<file path="src/sv/omt_pkg.sv">
// ----------------------------------------------------------------------------
// omt_pkg: shared definitions for the owned mutex table
// Opcodes, status codes, fixed field widths and the table command bundle.
// ----------------------------------------------------------------------------
package omt_pkg;

    localparam int ENTRIES_DEF = 16;
    localparam int ID_BITS_DEF = 16;

    localparam int OPCODE_BITS = 3;
    localparam int MID_BITS    = 16;
    localparam int PROC_BITS   = 16;
    localparam int STATUS_BITS = 3;
    localparam int NEWID_BITS  = 16;

    localparam int IN_TDATA_W  = 40;
    localparam int OUT_TDATA_W = 24;

    localparam logic [OPCODE_BITS-1:0] OP_CREATE  = 3'd0;
    localparam logic [OPCODE_BITS-1:0] OP_ACQUIRE = 3'd1;
    localparam logic [OPCODE_BITS-1:0] OP_RELEASE = 3'd2;
    localparam logic [OPCODE_BITS-1:0] OP_DELETE  = 3'd3;
    localparam logic [OPCODE_BITS-1:0] OP_PURGE   = 3'd4;

    localparam logic [STATUS_BITS-1:0] ST_OK          = 3'd0;
    localparam logic [STATUS_BITS-1:0] ST_NOT_FOUND   = 3'd1;
    localparam logic [STATUS_BITS-1:0] ST_FULL        = 3'd2;
    localparam logic [STATUS_BITS-1:0] ST_BUSY        = 3'd3;
    localparam logic [STATUS_BITS-1:0] ST_NOT_HOLDER  = 3'd4;
    localparam logic [STATUS_BITS-1:0] ST_NOT_CREATOR = 3'd5;

    // Strobes from the sequencer to the entry table.
    typedef struct packed {
        logic rd_en;
        logic wr_en;
        logic clr_en;
    } t_tbl_cmd;

endpackage

</file>
<file path="src/sv/owned_mutex_table_core.sv">
// ----------------------------------------------------------------------------
// owned_mutex_table_core: table of owned mutexes
// Create, acquire, release, delete and purge requests against ENTRIES slots.
// ----------------------------------------------------------------------------
// Usage:
//   Requests arrive on the s_axis channel, one transaction per request:
//   opcode, mutex id and process id packed in tdata. Every request yields
//   exactly one response transaction on m_axis: status and new id.
//   A request is served by a sequencer that walks the table one entry per
//   cycle through a single comparator, reading a memory with a registered
//   read port. Create, acquire, release and delete stop at the first
//   matching entry (a free slot for create) and do at most one
//   read-modify-write or clear; purge walks every entry and clears each
//   one whose creator matches. An unknown opcode skips the walk and
//   answers not found. tready stays low while a request is in progress
//   and rises in the same cycle that the response is loaded. The
//   response sits in an output register; the next request is
//   accepted while it waits, but that request cannot finish until the
//   receiver takes the previous response. Reset empties the table at once
//   through per-entry valid bits and sets the id counter to one.
// ----------------------------------------------------------------------------
module owned_mutex_table_core #(
    parameter int ENTRIES = omt_pkg::ENTRIES_DEF,
    parameter int ID_BITS = omt_pkg::ID_BITS_DEF
) (
    input  logic                              i_clk,
    input  logic                              i_rst_n,
    input  logic                              i_s_axis_tvalid,
    output logic                              o_s_axis_tready,
    // [2:0] opcode, [18:3] mutex_id, [34:19] proc_id, [39:35] zero
    input  logic [omt_pkg::IN_TDATA_W-1:0]    i_s_axis_tdata,
    output logic                              o_m_axis_tvalid,
    input  logic                              i_m_axis_tready,
    // [2:0] status, [18:3] new_id, [23:19] zero
    output logic [omt_pkg::OUT_TDATA_W-1:0]   o_m_axis_tdata
);

    localparam int IDX_W  = (ENTRIES > 1) ? $clog2(ENTRIES) : 1;
    localparam int CNT_W  = $clog2(ENTRIES + 1);
    localparam int PB     = omt_pkg::PROC_BITS;
    localparam int DATA_W = ID_BITS + 1 + 2 * PB;
    localparam int LK_POS = 2 * PB;
    localparam int ID_LO  = 2 * PB + 1;

    typedef enum logic [3:0] {
        S_IDLE   = 4'b0001,
        S_SCAN   = 4'b0010,
        S_UPDATE = 4'b0100,
        S_DONE   = 4'b1000
    } t_state;

    t_state r_state, n_state;
    logic [omt_pkg::OPCODE_BITS-1:0] r_op, n_op;
    logic [ID_BITS-1:0] r_mid, n_mid;
    logic [PB-1:0] r_pid, n_pid;
    logic [CNT_W-1:0] r_issue_cnt, n_issue_cnt;
    logic r_pend, n_pend;
    logic [IDX_W-1:0] r_pend_idx, n_pend_idx;
    logic [IDX_W-1:0] r_hit_idx, n_hit_idx;
    logic [DATA_W-1:0] r_hit_data, n_hit_data;
    logic [omt_pkg::STATUS_BITS-1:0] r_status, n_status;
    logic [ID_BITS-1:0] r_given, n_given;
    logic [ID_BITS-1:0] r_next_id, n_next_id;
    logic r_out_valid, n_out_valid;
    logic [omt_pkg::STATUS_BITS-1:0] r_out_status, n_out_status;
    logic [omt_pkg::NEWID_BITS-1:0] r_out_new_id, n_out_new_id;

    omt_pkg::t_tbl_cmd tbl_cmd;
    logic [IDX_W-1:0] w_rd_addr, w_wr_addr, w_clr_addr;
    logic [DATA_W-1:0] w_wr_data, w_rd_data;
    logic w_rd_valid;

    logic [31:0] w_mid32;
    logic [31:0] w_given32;
    logic [ID_BITS-1:0] w_next_inc;
    logic [ID_BITS-1:0] w_rd_id;
    logic [PB-1:0] w_rd_creator;
    logic w_hit_locked;
    logic [PB-1:0] w_hit_holder, w_hit_creator;
    logic w_hit;

    omt_table #(
        .ENTRIES (ENTRIES),
        .IDX_W   (IDX_W),
        .DATA_W  (DATA_W)
    ) u_table (
        .i_clk      (i_clk),
        .i_rst_n    (i_rst_n),
        .i_cmd      (tbl_cmd),
        .i_rd_addr  (w_rd_addr),
        .i_wr_addr  (w_wr_addr),
        .i_wr_data  (w_wr_data),
        .i_clr_addr (w_clr_addr),
        .o_rd_data  (w_rd_data),
        .o_rd_valid (w_rd_valid)
    );

    assign w_mid32       = {16'b0, i_s_axis_tdata[18:3]};
    assign w_given32     = 32'(r_given);
    assign w_next_inc    = r_next_id + ID_BITS'(1);
    assign w_rd_id       = w_rd_data[DATA_W-1:ID_LO];
    assign w_rd_creator  = w_rd_data[PB-1:0];
    assign w_hit_locked  = r_hit_data[LK_POS];
    assign w_hit_holder  = r_hit_data[2*PB-1:PB];
    assign w_hit_creator = r_hit_data[PB-1:0];

    // Create looks for a free slot; the single-entry ops look for the id; purge never hits.
    always_comb begin
        if (r_op == omt_pkg::OP_CREATE) begin
            w_hit = r_pend && !w_rd_valid;
        end else if (r_op == omt_pkg::OP_PURGE) begin
            w_hit = 1'b0;
        end else begin
            w_hit = r_pend && w_rd_valid && (r_mid != '0) && (w_rd_id == r_mid);
        end
    end

    always_comb begin
        n_state      = r_state;
        n_op         = r_op;
        n_mid        = r_mid;
        n_pid        = r_pid;
        n_issue_cnt  = r_issue_cnt;
        n_pend       = r_pend;
        n_pend_idx   = r_pend_idx;
        n_hit_idx    = r_hit_idx;
        n_hit_data   = r_hit_data;
        n_status     = r_status;
        n_given      = r_given;
        n_next_id    = r_next_id;
        n_out_valid  = r_out_valid;
        n_out_status = r_out_status;
        n_out_new_id = r_out_new_id;
        tbl_cmd      = '0;
        w_rd_addr    = r_issue_cnt[IDX_W-1:0];
        w_wr_addr    = r_hit_idx;
        w_wr_data    = r_hit_data;
        w_clr_addr   = r_pend_idx;

        if (r_out_valid && i_m_axis_tready) begin
            n_out_valid = 1'b0;
        end

        case (r_state)
            S_IDLE: begin
                if (i_s_axis_tvalid) begin
                    n_op        = i_s_axis_tdata[2:0];
                    n_mid       = w_mid32[ID_BITS-1:0];
                    n_pid       = i_s_axis_tdata[34:19];
                    n_issue_cnt = '0;
                    n_pend      = 1'b0;
                    n_given     = '0;
                    n_status    = omt_pkg::ST_OK;
                    if (i_s_axis_tdata[2:0] > omt_pkg::OP_PURGE) begin
                        n_status = omt_pkg::ST_NOT_FOUND;
                        n_state  = S_DONE;
                    end else begin
                        n_state = S_SCAN;
                    end
                end
            end
            S_SCAN: begin
                if (w_hit) begin
                    n_hit_idx  = r_pend_idx;
                    n_hit_data = w_rd_data;
                    n_pend     = 1'b0;
                    n_state    = S_UPDATE;
                end else if (!r_pend && r_issue_cnt == CNT_W'(ENTRIES)) begin
                    if (r_op == omt_pkg::OP_CREATE) begin
                        n_status = omt_pkg::ST_FULL;
                    end else if (r_op == omt_pkg::OP_PURGE) begin
                        n_status = omt_pkg::ST_OK;
                    end else begin
                        n_status = omt_pkg::ST_NOT_FOUND;
                    end
                    n_state = S_DONE;
                end else begin
                    if (r_op == omt_pkg::OP_PURGE && r_pend && w_rd_valid
                            && w_rd_creator == r_pid) begin
                        tbl_cmd.clr_en = 1'b1;
                    end
                    if (r_issue_cnt != CNT_W'(ENTRIES)) begin
                        tbl_cmd.rd_en = 1'b1;
                        n_issue_cnt   = r_issue_cnt + CNT_W'(1);
                        n_pend        = 1'b1;
                        n_pend_idx    = r_issue_cnt[IDX_W-1:0];
                    end else begin
                        n_pend = 1'b0;
                    end
                end
            end
            S_UPDATE: begin
                n_state = S_DONE;
                case (r_op)
                    omt_pkg::OP_CREATE: begin
                        w_wr_data     = {r_next_id, 1'b0, {PB{1'b0}}, r_pid};
                        tbl_cmd.wr_en = 1'b1;
                        n_given       = r_next_id;
                        n_next_id     = (w_next_inc == '0) ? ID_BITS'(1) : w_next_inc;
                        n_status      = omt_pkg::ST_OK;
                    end
                    omt_pkg::OP_ACQUIRE: begin
                        if (w_hit_locked) begin
                            n_status = omt_pkg::ST_BUSY;
                        end else begin
                            w_wr_data     = {r_hit_data[DATA_W-1:ID_LO], 1'b1, r_pid,
                                             w_hit_creator};
                            tbl_cmd.wr_en = 1'b1;
                            n_status      = omt_pkg::ST_OK;
                        end
                    end
                    omt_pkg::OP_RELEASE: begin
                        if (w_hit_locked && w_hit_holder == r_pid) begin
                            w_wr_data     = {r_hit_data[DATA_W-1:ID_LO], 1'b0,
                                             {PB{1'b0}}, w_hit_creator};
                            tbl_cmd.wr_en = 1'b1;
                            n_status      = omt_pkg::ST_OK;
                        end else begin
                            n_status = omt_pkg::ST_NOT_HOLDER;
                        end
                    end
                    omt_pkg::OP_DELETE: begin
                        if (w_hit_creator != r_pid) begin
                            n_status = omt_pkg::ST_NOT_CREATOR;
                        end else begin
                            w_clr_addr     = r_hit_idx;
                            tbl_cmd.clr_en = 1'b1;
                            n_status       = omt_pkg::ST_OK;
                        end
                    end
                    default: begin
                        n_status = omt_pkg::ST_NOT_FOUND;
                    end
                endcase
            end
            S_DONE: begin
                if (!r_out_valid || i_m_axis_tready) begin
                    n_out_valid  = 1'b1;
                    n_out_status = r_status;
                    n_out_new_id = w_given32[omt_pkg::NEWID_BITS-1:0];
                    n_state      = S_IDLE;
                end
            end
            default: begin
                n_state = S_IDLE;
            end
        endcase
    end

    always_ff @(posedge i_clk) begin
        if (!i_rst_n) begin
            r_state     <= S_IDLE;
            r_issue_cnt <= '0;
            r_pend      <= 1'b0;
            r_next_id   <= ID_BITS'(1);
            r_out_valid <= 1'b0;
        end else begin
            r_state     <= n_state;
            r_issue_cnt <= n_issue_cnt;
            r_pend      <= n_pend;
            r_next_id   <= n_next_id;
            r_out_valid <= n_out_valid;
        end
    end

    always_ff @(posedge i_clk) begin
        r_op         <= n_op;
        r_mid        <= n_mid;
        r_pid        <= n_pid;
        r_pend_idx   <= n_pend_idx;
        r_hit_idx    <= n_hit_idx;
        r_hit_data   <= n_hit_data;
        r_status     <= n_status;
        r_given      <= n_given;
        r_out_status <= n_out_status;
        r_out_new_id <= n_out_new_id;
    end

    assign o_s_axis_tready = (r_state == S_IDLE);
    assign o_m_axis_tvalid = r_out_valid;
    assign o_m_axis_tdata  = {5'b0, r_out_new_id, r_out_status};

    // The id counter never hands out the free marker.
    a_next_id_nonzero: assert property (@(posedge i_clk) disable iff (!i_rst_n)
        r_next_id != '0)
        else $error("id counter reached zero");

    // A nonzero id is only ever reported with a successful create.
    a_new_id_ok: assert property (@(posedge i_clk) disable iff (!i_rst_n)
        (o_m_axis_tvalid && o_m_axis_tdata[18:3] != '0) |->
        (o_m_axis_tdata[2:0] == omt_pkg::ST_OK))
        else $error("new id reported with a failing status");

    // A new response is only ever loaded from the done state.
    a_resp_from_done: assert property (@(posedge i_clk) disable iff (!i_rst_n)
        $rose(o_m_axis_tvalid) |-> $past(r_state == S_DONE))
        else $error("response appeared outside the done state");

    // The update state always advances straight to the done state.
    a_update_done: assert property (@(posedge i_clk) disable iff (!i_rst_n)
        (r_state == S_UPDATE) |=> (r_state == S_DONE))
        else $error("update did not advance to done");

endmodule

</file>
<file path="src/sv/omt_table.sv">
// ----------------------------------------------------------------------------
// omt_table: mutex entry storage
// One-port-write, one-port-read memory of entries with registered read data,
// plus a valid bit per entry that reset clears. A clear frees an entry.
// ----------------------------------------------------------------------------
module omt_table #(
    parameter int ENTRIES = omt_pkg::ENTRIES_DEF,
    parameter int IDX_W   = 4,
    parameter int DATA_W  = 49
) (
    input  logic                i_clk,
    input  logic                i_rst_n,
    input  omt_pkg::t_tbl_cmd   i_cmd,
    input  logic [IDX_W-1:0]    i_rd_addr,
    input  logic [IDX_W-1:0]    i_wr_addr,
    input  logic [DATA_W-1:0]   i_wr_data,
    input  logic [IDX_W-1:0]    i_clr_addr,
    output logic [DATA_W-1:0]   o_rd_data,
    output logic                o_rd_valid
);

    logic [DATA_W-1:0] r_mem [ENTRIES];
    logic [ENTRIES-1:0] r_valid;
    logic [DATA_W-1:0] r_rd_data;
    logic r_rd_valid;

    always_ff @(posedge i_clk) begin
        if (i_cmd.wr_en) begin
            r_mem[i_wr_addr] <= i_wr_data;
        end
        if (i_cmd.rd_en) begin
            r_rd_data <= r_mem[i_rd_addr];
        end
    end

    always_ff @(posedge i_clk) begin
        if (!i_rst_n) begin
            r_valid    <= '0;
            r_rd_valid <= 1'b0;
        end else begin
            if (i_cmd.wr_en) begin
                r_valid[i_wr_addr] <= 1'b1;
            end
            if (i_cmd.clr_en) begin
                r_valid[i_clr_addr] <= 1'b0;
            end
            if (i_cmd.rd_en) begin
                r_rd_valid <= r_valid[i_rd_addr];
            end
        end
    end

    assign o_rd_data  = r_rd_data;
    assign o_rd_valid = r_rd_valid;

endmodule
</file>
<file path="config.mk">
export PLATFORM = sky130hd
export DESIGN_NAME = owned_mutex_table_core
export DESIGN_NICKNAME = d
export VERILOG_FILES = /design/src/sv/omt_pkg.sv /design/src/sv/owned_mutex_table_core.sv /design/src/sv/omt_table.sv
export SDC_FILE = /design/constraint.sdc
export NUM_CORES = 1
export LEC_CHECK = 0
export ABC_CLOCK_PERIOD_IN_PS = 5900
export BUFFER_PORTS_ARGS = -buffer_cell sky130_fd_sc_hd__buf_2
export CAP_MARGIN = 20
export CORE_ASPECT_RATIO = 0.6
export CORE_MARGIN = 1
export CORE_UTILIZATION = 33
export DETAILED_ROUTE_END_ITERATION = 16
export PLACE_DENSITY = 0.57
export SYNTH_ARGS = -nofsm -noshare
export SYNTH_HDL_FRONTEND = slang
export SYNTH_SLANG_ARGS = --single-unit
</file>
<file path="constraint.sdc">
create_clock -name i_clk -period 5.9 [get_ports i_clk]
set_input_delay 0.885 -clock i_clk [delete_from_list [all_inputs] [get_ports i_clk]]
set_output_delay 0.885 -clock i_clk [all_outputs]
set_load 0.005 [all_outputs]
</file>
# After elaboration in Yosys (flattened, before gate mapping)
# Memories as Yosys holds them, arrays and structs flattened. A register that Yosys moved wholly into a read port is not among the register bits.
# Cells that the tools add are included.
[totals]
out_inout_bits = 26
regBits = 174
memories = 1
ram_bits = 784
[op_classes]
reduce_logical = 32
muxes = 67
bitwise = 5
order_cmp = 6
eq_ne = 23
addsub = 2
[memory_table]
columns = ["name", "depth", "width", "read_ports", "rd_clocked_by_memory_dff", "wr", "line", "text"]
rows = [
  ["u_table.r_mem", 16, 49, 1, 1, 1, "omt_table.sv:22", "logic [DATA_W-1:0] r_mem [ENTRIES];"],
]
[ops]
columns = ["operator", "n"]
rows = [
  ["49-bit case mux with 3 select lines", 1],
  ["16-bit 2-to-1 mux", 6],
  ["49-bit 2-to-1 mux", 1],
  ["16-bit equality test", 3],
  ["33-bit 2-to-1 mux", 1],
  ["32-bit 2-to-1 mux", 1],
  ["4-bit 2-to-1 mux", 8],
  ["16-bit case mux with 2 select lines", 1],
  ["1-bit 2-to-1 mux", 27],
  ["5-bit 2-to-1 mux", 4],
  ["16-bit by 1-bit adder with 16-bit output, second input constant", 1],
  ["16-bit AND", 1],
  ["16-bit zero test", 1],
  ["16-bit inequality test", 1],
  ["16-bit NOT", 1],
  ["16-bit OR", 1],
  ["4-bit case mux with 4 select lines", 1],
  ["16-bit nonzero test", 1],
  ["4-bit by 5-bit < comparator with 1-bit output, second input constant", 3],
  ["3-bit 2-to-1 mux", 5],
  ["2-bit inequality test, second input constant", 7],
  ["1-bit logical AND", 12],
  ["3-bit case mux with 4 select lines", 1],
  ["5-bit case mux with 2 select lines", 1],
  ["29 further kinds", 45],
]

# Logic depth before layout (Yosys ltp)
# Gate-level depths: netlist (run 1).
[logic_depth]
ltp_word = 11
ltp_mapped = 11
depth_no_buf = 8

# Hierarchy
# A second synthesis (run 1) with hierarchy kept.
[unflattened]
hier_cells = 1847
area_unflattened_um2 = 39065.0
[by_module_without_submodules]
columns = ["mod", "n_inst", "cells_each", "area_each_um2", "seq_area_each_um2"]
rows = [
  ["omt_table", 1, 1229, 31754.2, 25354.3],
  ["owned_mutex_table_core", 1, 618, 7310.8, 4444.3],
]

# Worst setup path after synthesis (run 1)
# No wires, ideal clock.
[synth_path]
path_kind = "reg-to-reg"
startpoint = "register r_pid[15]"
endpoint = "memory u_table.r_mem[10][0], enable pin"
arrival_time_ns = 5.130
stages_incl_launch_ff = 9
required_ns = 5.384
path_buffers = 2
setup_ns = 0.516
slack_ns = 0.254
synth_period_minus_slack_ns = 5.646
path_cell_list = "edfxtp_1 -> clkbuf_1 -> xor2_1 -> nor4_1 -> nand4_1 -> o21ai_2 -> nand2_1 -> clkbuf_1 -> nor3_1"
[synth_via]
elab_chain_cells = 7
[synth_rtl]
columns = ["item", "line", "text"]
rows = [
  ["start: declaration", "owned_mutex_table_core.sv:55", "logic [PB-1:0] r_pid, n_pid;"],
  ["start signal: assignment", "owned_mutex_table_core.sv:269", "r_pid <= n_pid;"],
  ["16-bit equality test", "owned_mutex_table_core.sv:213", "if (w_hit_locked && w_hit_holder == r_pid) begin"],
  ["1-bit logical AND", "owned_mutex_table_core.sv:213", ""],
  ["1-bit 2-to-1 mux", "owned_mutex_table_core.sv:213", ""],
  ["1-bit case mux with 3 select lines", "owned_mutex_table_core.sv:194", "case (r_op)"],
  ["1-bit 2-to-1 mux", "owned_mutex_table_core.sv:144", "case (r_state)"],
  ["1-bit 2-to-1 mux", "omt_table.sv:28", "if (i_cmd.wr_en) begin"],
  ["1-bit 2-to-1 mux (implied by the code)", "omt_table.sv:29", "r_mem[i_wr_addr] <= i_wr_data;"],
  ["end: declaration", "omt_table.sv:22", ""],
]
# No other way between the ends.

# Final worst setup path (run 1)
[layout_path]
startpoint = "register r_pid[12]"
endpoint = "memory u_table.r_mem[8][13], enable pin"
# Same word-level chain as after synthesis.

==> results_tabular.tex, run 1 <==
\begin{tabular}{lr}
\hline
Metric & Value \\
\hline
\multicolumn{2}{l}{\textbf{Status}} \\
Outcome & complete, no violations \\
\multicolumn{2}{l}{\textbf{Run}} \\
Number of max-capacitance violations reported & 0 \\
\multicolumn{2}{l}{\textbf{Clock tree}} \\
Depth of the CTS H-tree & 3 \\
Post-CTS resize count & 0 \\
Post-CTS Setup Inserts & 0 \\
Clock tree root driver cell & clkbuf\_16 \\
Clock buffer count from CTS & 87 \\
Clock tree from TritonCTS & built \\
Clock slew at reported path FFs & 0.06 ns \\
CTS sink count & 1007 \\
Count of hold-fix buffers inserted at cts & 0 \\
Source-to-sink clock delay at the later pin of the worst-skew pair & 0.67 ns \\
Clock Path Buffers & 3 \\
\multicolumn{2}{l}{\textbf{Timing}} \\
Final worst path period need & 4.20 ns \\
Setup TNS & 0 ns \\
Slew of the pin with the lowest slew margin & 1.07 ns \\
RSZ-0062 raised after global routing & false \\
Period Utilization, post-route & 71.2\% \\
Count of final max-slew check failures & 0 \\
Final Setup Violations & 0 \\
Highest Clock Rate & 238 MHz \\
Clock tree skew after final layout & 0.0276 ns \\
Headroom to the max-slew limit & 27.7\% \\
Total count of hold-check failures in the final report & 0 \\
\multicolumn{2}{l}{\textbf{Drt}} \\
Total via count after detailed routing & 18600 \\
DRC viols & 0 \\
Routed via count divided by cell count & 5.14 \\
Number of nets with antenna violations after routing & 0 \\
Final WL & 91300 µm \\
Routed wire per std cell & 25.2 µm \\
Starting DRT DRC Count & 2127 \\
Detailed-routing iteration count for the pre-antenna-repair pass & 5 \\
\multicolumn{2}{l}{\textbf{Layout}} \\
Post-Layout Cell Count & 3618 \\
Ant diodes & 0 \\
Layout area overhead & 13.4\% \\
Filler cells & 10400 \\
Total area of multi-input combinational cells & 8740 µm² \\
Fraction of layout instances using a drive strength above 1 & 25.7\% \\
Final net count & 2010 \\
Area of all sequential standard cells & 29800 µm² \\
\multicolumn{2}{l}{\textbf{Power and ir drop}} \\
Portion of total power attributed to the clock network & 41.0\% \\
Internal power consumption & 11.2 mW \\
Share of total power in sequential cells & 56.3\% \\
Switching share of total power & 20.4\% \\
Power per cell area & 317 nW/µm² \\
Worst ir drop on vdd & 0.220 mV \\
Combinational share of power & 2.6\% \\
Leakage power figure & 13.2 nW \\
Net switching power of the design & 2.86 mW \\
\multicolumn{2}{l}{\textbf{Worst hold path}} \\
Tightest Hold Check Type & in2reg \\
Cells on Worst Hold Path & 1 \\
\multicolumn{2}{l}{\textbf{Setup path}} \\
Depth of the critical timing path with buffers and inverters included & 9 \\
Critical path type & reg2reg \\
Cell seen most often among critical-path stages & buf\_4 \\
Kind of cell with the highest combined delay on the critical path & simple AND/OR/NAND/NOR gates \\
Crit-path max FO & 49 \\
Cell count of the worst reg-to-reg path & 9 \\
Cell type of the slowest stage on the worst timing path & nor4\_1 \\
Critical Path RT & 6.19 ns \\
Endpoint arrival time on the critical path & 4.49 ns \\
Combined buffer and inverter count along the critical path & 3 \\
Worst-path cell chain & xor2\_1 > nor4\_1 > nand4\_1 > o21ai\_2 > buf\_4 > nand2\_1 > buf\_4 > nor3\_2 > buf\_12 \\
Delay contributed by the slowest stage of the critical path & 0.58 ns \\
Worst setup SP type & flop \\
Crit. End Element & flop \\
\multicolumn{2}{l}{\textbf{Synth}} \\
Number of enable flip-flop cells after synthesis & 963 \\
Average footprint of a synthesized cell & 20.7 µm² \\
Number of standard cells after synthesis & 1881 \\
Netlist cell types & 63 \\
Part of the Yosys area used for sequential elements & 76.5\% \\
Post-synthesis register bit count & 1007 \\
Fraction of synthesis flops using an asynchronous set or reset pin & 0\% \\
Ys flop type & edfxtp\_1 \\
Post-Synthesis Cell Area & 39000 µm² \\
Number of warnings issued by yosys & 0 \\
\multicolumn{2}{l}{\textbf{Floorplan}} \\
Initial Util & 33.3\% \\
Area of the die & 120000 µm² \\
Die W & 446 µm \\
Boundary pin count & 70 \\
Chip height & 268 µm \\
Core Footprint & 117000 µm² \\
Cell Rows & 97 \\
\multicolumn{2}{l}{\textbf{Global routing}} \\
Vias in the first global route & 18700 \\
Largest net degree at the start of global routing & 101 \\
Total routing resource utilization after global routing & 15.3\% \\
Antenna violations before repair & 3 \\
First-pass GRT wire length & 132000 µm \\
Grt ovf & 0 \\
\multicolumn{2}{l}{\textbf{Place}} \\
Count of placed standard cells including taps & 3453 \\
PortBufs & 59 \\
Hpwl dp & 49000 µm \\
Routability cong. & 0.774 \\
\hline
\end{tabular}
==> synth_stat cells (9+ instances only) <==
cell / count / area (µm²)
mux4_2: 250 / 5630
nor3_1: 25 / 125
a21oi_1: 15 / 75.1
nand3_1: 11 / 55.1
buf_2: 23 / 115
clkbuf_1: 71 / 267
nor4_1: 15 / 93.8
nand2_1: 115 / 432
dfxtp_1: 44 / 881
a211oi_1: 20 / 150
inv_1: 9 / 33.8
edfxtp_1: 963 / 28900
buf_1: 12 / 45.0
a31oi_1: 17 / 106
a22o_1: 13 / 114
xor2_1: 29 / 254
and2_1: 19 / 119
xnor2_1: 51 / 447
nand4_1: 18 / 113
nor2_1: 50 / 188
o21ai_0: 16 / 80.1
==> logic make-up (layout without fill, tap and decap cells) <==
family | after synthesis | in the layout | synth area share (%)
flops | 1007 | 1007 | 76.5
simple gates | 298 | 298 | 3.75
mux | 253 | 253 | 14.5
buf+inv | 130 | 279 | 1.43
compound gates | 109 | 109 | 1.93
xor+xnor | 80 | 80 | 1.80
fa+ha+maj | 3 | 3 | 0.0963
other cells | 1 | 5 | 0.00962
==> power groups by stage <==
| stage | logic (mW) | clock network (mW) | registers, mW |
|---|---|---|---|
| 2_1_floorplan | 0.286 | 0 | 8.00 |
| 3_3_place_gp | 0.367 | 0 | 8.05 |
| 3_5_place_dp | 0.371 | 0 | 8.05 |
| 4_1_cts | 0.373 | 5.88 | 7.89 |
| 5_1_grt | 0.401 | 6.15 | 7.90 |
| 6_report | 0.372 | 5.76 | 7.89 |
==> metal layers <==
metal / routed length [µm] / global-route usage [%]
met5: 0 / 0
met4: 1610 / 3.24
met3: 6650 / 3.59
met2: 40100 / 22.5
met1: 42900 / 23.0
==> worst register-to-register path, cell delays in order (launching register included) <==
cell      delay [ns]
edfxtp_1        0.53
xor2_1          0.22
nor4_1          0.58
nand4_1         0.41
o21ai_2         0.22
buf_4           0.24
nand2_1         0.41
buf_4           0.44
nor3_2          0.30
buf_12          0.40
==> layout by cell type, fill, tap and decap left out, drive strengths merged, types with 3 or more instances in the layout <==
cell and instances:
buf 108, mux2i 3, nor2b 6, a211oi 20, mux4 250, a31oi 17
clkinvlp 6, o21ai 19, bufinv 8, clkinv 32, or3 6, edfxtp 963
or2 4, inv 13, a21oi 20, o211ai 4, nor2 50, nor3 25
conb 5, xor2 29, or4b 3, ha 3, nand2b 7, clkbuf 112
nand4 18, a22o 14, xnor2 51, dfxtp 44, or4 3, and3 4
nor4 16, nand2 115, and2 19, nor4b 4, nand3 11
==> state kept, by name, indices dropped and copies added, names as in the netlist, 3 cells and up <==
signal	count
r_given	16
r_hit_data	49
r_hit_idx	4
r_issue_cnt	5
r_mid	16
r_next_id	16
r_op	3
r_out_new_id	16
r_out_status	3
r_pend_idx	4
r_pid	16
r_state	4
r_status	3
u_table.o_rd_data	49
u_table.r_mem	784
u_table.r_valid	16
==> path summary, 6_finish.rpt <==
| check | from | end | slack (ns) |
|---|---|---|---|
| worst max-delay path | r_pid[12]$_DFFE_PP_ | u_table.r_mem[8][13]$_DFFE_PP_ | 1.70 |
| worst min-delay path | i_s_axis_tdata[6] | r_mid[3]$_DFFE_PP_ | 0.40 |
| worst max register to register | r_pid[12]$_DFFE_PP_ | u_table.r_mem[8][13]$_DFFE_PP_ | 1.70 |
| worst min register to register | r_given[11]$_SDFFCE_PN0P_ | r_out_new_id[11]$_DFFE_PP_ | 0.41 |
==> layout make-up <==
cell class,instances,share of cell area [%]
clock inverters,48,1.05
inverters,11,0.0991
multi-input cells,748,19.8
clock buffers,112,5.33
flip-flops and latches,1007,67.5
repair buffers,108,1.78
well taps,1584,4.49
==> metrics by stage <==
stage          total power [mW]  area [µm²]  setup slack [ns]  util [%]  hold slack, ns
6_report                   14.0       44200              1.70      37.8           0.397
5_1_grt                    14.4       44200              1.52      37.8           0.356
4_1_cts                    14.1       44100              1.74      37.8           0.351
3_5_place_dp               8.42       41300              1.75      35.3           0.405
3_3_place_gp               8.41       41300              1.76      35.3           0.410
2_1_floorplan              8.29       39000             0.254         -           0.400
Power figures use the tool's default switching activity.
==> run 2: changes to the inputs <==
Settings changed: ABC_CLOCK_PERIOD_IN_PS 5900 to 4200, PLACE_DENSITY 0.57 to 0.55.
Clock period 5.9 ns to 4.2 ns, I/O delays scaled along.
==> results_tabular.tex, run 2 (synthesis gave the netlist of run 1 again) <==
\begin{tabular}{lr}
\hline
Metric & Value \\
\hline
\multicolumn{2}{l}{\textbf{Timing}} \\
Period Utilization, post-route & 83.7\% (was 71.2\%) \\
Count of final max-slew check failures & 0 (unchanged) \\
Final worst slack & 0.683 ns (was 1.70 ns) \\
Final Setup Violations & 0 (unchanged) \\
Final worst path period need & 3.52 ns (was 4.20 ns) \\
Clock tree skew after final layout & 0.0257 ns (was 0.0276 ns) \\
Total count of hold-check failures in the final report & 0 (unchanged) \\
Headroom to the max-slew limit & 28.2\% (was 27.7\%) \\
RSZ-0062 raised after global routing & false (unchanged) \\
Setup TNS & 0 ns (unchanged) \\
Worst slack on hold paths & 0.147 ns (was 0.397 ns) \\
Slew of the pin with the lowest slew margin & 1.06 ns (was 1.07 ns) \\
Highest Clock Rate & 284 MHz (was 238 MHz) \\
\multicolumn{2}{l}{\textbf{Drt}} \\
Routed wire per std cell & 25.1 µm (was 25.2 µm) \\
Sum of met3 wire segment lengths after detailed routing & 4950 µm (was 6650 µm) \\
Starting DRT DRC Count & 1827 (was 2127) \\
Sum of met2 wire segment lengths after detailed routing & 40800 µm (was 40100 µm) \\
Final WL & 90800 µm (was 91300 µm) \\
Number of nets with antenna violations after routing & 0 (unchanged) \\
Detailed-routing iteration count for the pre-antenna-repair pass & 5 (unchanged) \\
Max Used Layer & met4 (unchanged) \\
DRC viols & 0 (unchanged) \\
Metal1 wirelength & 43900 µm (was 42900 µm) \\
Total via count after detailed routing & 18600 (about the same) \\
Routed via count divided by cell count & 5.14 (about the same) \\
\multicolumn{2}{l}{\textbf{Place}} \\
PortBufs & 59 (unchanged) \\
Hpwl dp & 49700 µm (was 49000 µm) \\
Placement-stage worst setup slack & 0.727 ns (was 1.75 ns) \\
Routability cong. & 0.746 (was 0.774) \\
Instance area at placement & 41700 µm² (was 41300 µm²) \\
Count of placed standard cells including taps & 3463 (was 3453) \\
\multicolumn{2}{l}{\textbf{Power and ir drop}} \\
Leakage power figure & 13.3 nW (was 13.2 nW) \\
Overall power & 19.7 mW (was 14.0 mW) \\
Worst ir drop on vdd & 0.286 mV (was 0.220 mV) \\
Power per cell area & 442 nW/µm² (was 317 nW/µm²) \\
\multicolumn{2}{l}{\textbf{Floorplan}} \\
Chip height & 268 µm (unchanged) \\
Die W & 446 µm (unchanged) \\
Core Footprint & 117000 µm² (unchanged) \\
Cell Rows & 97 (unchanged) \\
Initial Util & 33.3\% (unchanged) \\
Area of the die & 120000 µm² (unchanged) \\
Boundary pin count & 70 (unchanged) \\
\multicolumn{2}{l}{\textbf{Layout}} \\
Layout area overhead & 14.2\% (was 13.4\%) \\
Final Instance Area & 44500 µm² (was 44200 µm²) \\
Most frequent standard cell in the layout excluding fill and tap cells & edfxtp\_1 (unchanged) \\
Largest register by flop count & u\_table.r\_mem (unchanged) \\
Final net count & 2017 (was 2010) \\
Ant diodes & 0 (unchanged) \\
Post-Route Utilization & 38.1\% (was 37.8\%) \\
Leading cell types in the layout, fill and taps excluded & 963 x edfxtp\_1, 250 x mux4\_2, 114 x nand2\_1, 90 x clkbuf\_16, 59 x buf\_2 (was 963 x edfxtp\_1, 250 x mux4\_2, 114 x nand2\_1, 90 x clkbuf\_16, 62 x buf\_2) \\
Post-Layout Cell Count & 3619 (was 3618) \\
Fraction of layout instances using a drive strength above 1 & 25.7\% (about the same) \\
Flip-flop count of the largest register, all copies and words added & 784 (unchanged) \\
\multicolumn{2}{l}{\textbf{Clock tree}} \\
Clock tree from TritonCTS & built (unchanged) \\
Post-CTS resize count & 0 (unchanged) \\
Count of hold-fix buffers inserted at cts & 0 (unchanged) \\
Source-to-sink clock delay at the later pin of the worst-skew pair & 0.67 ns (about the same) \\
CTS sink count & 1007 (unchanged) \\
Clock buffer count from CTS & 87 (unchanged) \\
Depth of the CTS H-tree & 3 (unchanged) \\
Clock Path Buffers & 3 (unchanged) \\
Post-CTS Setup Inserts & 0 (unchanged) \\
Clock tree root driver cell & clkbuf\_16 (unchanged) \\
Clock slew at reported path FFs & 0.07 ns (was 0.06 ns) \\
\multicolumn{2}{l}{\textbf{Global routing}} \\
Vias in the first global route & 19000 (was 18700) \\
Grt ovf & 0 (unchanged) \\
Antenna violations before repair & 0 (was 3) \\
Largest net degree at the start of global routing & 120 (was 101) \\
Total routing resource utilization after global routing & 15.3\% (about the same) \\
First-pass GRT wire length & 133000 µm (was 132000 µm) \\
\multicolumn{2}{l}{\textbf{Worst hold path}} \\
Tightest Hold Check Type & in2reg (unchanged) \\
\multicolumn{2}{l}{\textbf{Setup path}} \\
Crit. End Element & flop (unchanged) \\
Critical Path RT & 4.50 ns (was 6.19 ns) \\
Internal reg-to-reg setup slack & 0.68 ns (was 1.70 ns) \\
Crit-path max FO & 49 (unchanged) \\
Endpoint arrival time on the critical path & 3.82 ns (was 4.49 ns) \\
Worst setup SP type & flop (unchanged) \\
Critical path type & reg2reg (unchanged) \\
\multicolumn{2}{l}{\textbf{Status}} \\
Outcome & complete, no violations (unchanged) \\
\multicolumn{2}{l}{\textbf{Run}} \\
Number of max-capacitance violations reported & 0 (unchanged) \\
\hline
\end{tabular}
run 2: area by class of cell:
class                           instances  area (µm²)
Tap cell                             1584        1980
Inverter                               11        43.8
Clock buffer                          109        2320
Fill cell                           10400       72400
Sequential cell                      1007       29800
Timing Repair Buffer                  115        1170
Multi-Input combinational cell        748        8740
Clock inverter                         45         457
run 2: final timing paths:
| check | to | cells past startpoint | startpoint |
|---|---|---|---|
| worst max-delay path | u_table.r_mem[15][35]$_DFFE_PP_ | 9 | r_pid[2]$_DFFE_PP_ |
| worst min-delay path | r_mid[1]$_DFFE_PP_ | 1 | i_s_axis_tdata[4] |
| worst max register to register | u_table.r_mem[15][35]$_DFFE_PP_ | 9 | r_pid[2]$_DFFE_PP_ |
| worst min register to register | r_out_new_id[13]$_DFFE_PP_ | 0 | r_given[13]$_SDFFCE_PN0P_ |
run 2: report_power, final:
group / leakage [nW] / internal, mW / switching (mW)
Clock: 1.36 / 4.47 / 3.58
Sequential: 9.05 / 11.0 / 0.107
Combinational: 2.92 / 0.240 / 0.299
Total: 13.3 / 15.7 / 3.99
run 2: routing by layer:
layer	up-vias	track usage (%)
met2	558	22.8
met4	0	3.15
li1	7863	-
met3	96	2.40
met1	10100	23.5
met5	-	0
run 2: worst max-delay path, stage by stage, from the launching register on:
cell	delay [ns]
edfxtp_1	0.49
xor2_1	0.20
nor4_1	0.69
nand4_1	0.19
buf_4	0.22
o21ai_2	0.13
nand2_1	0.08
buf_4	0.34
nor3_2	0.32
buf_12	0.42
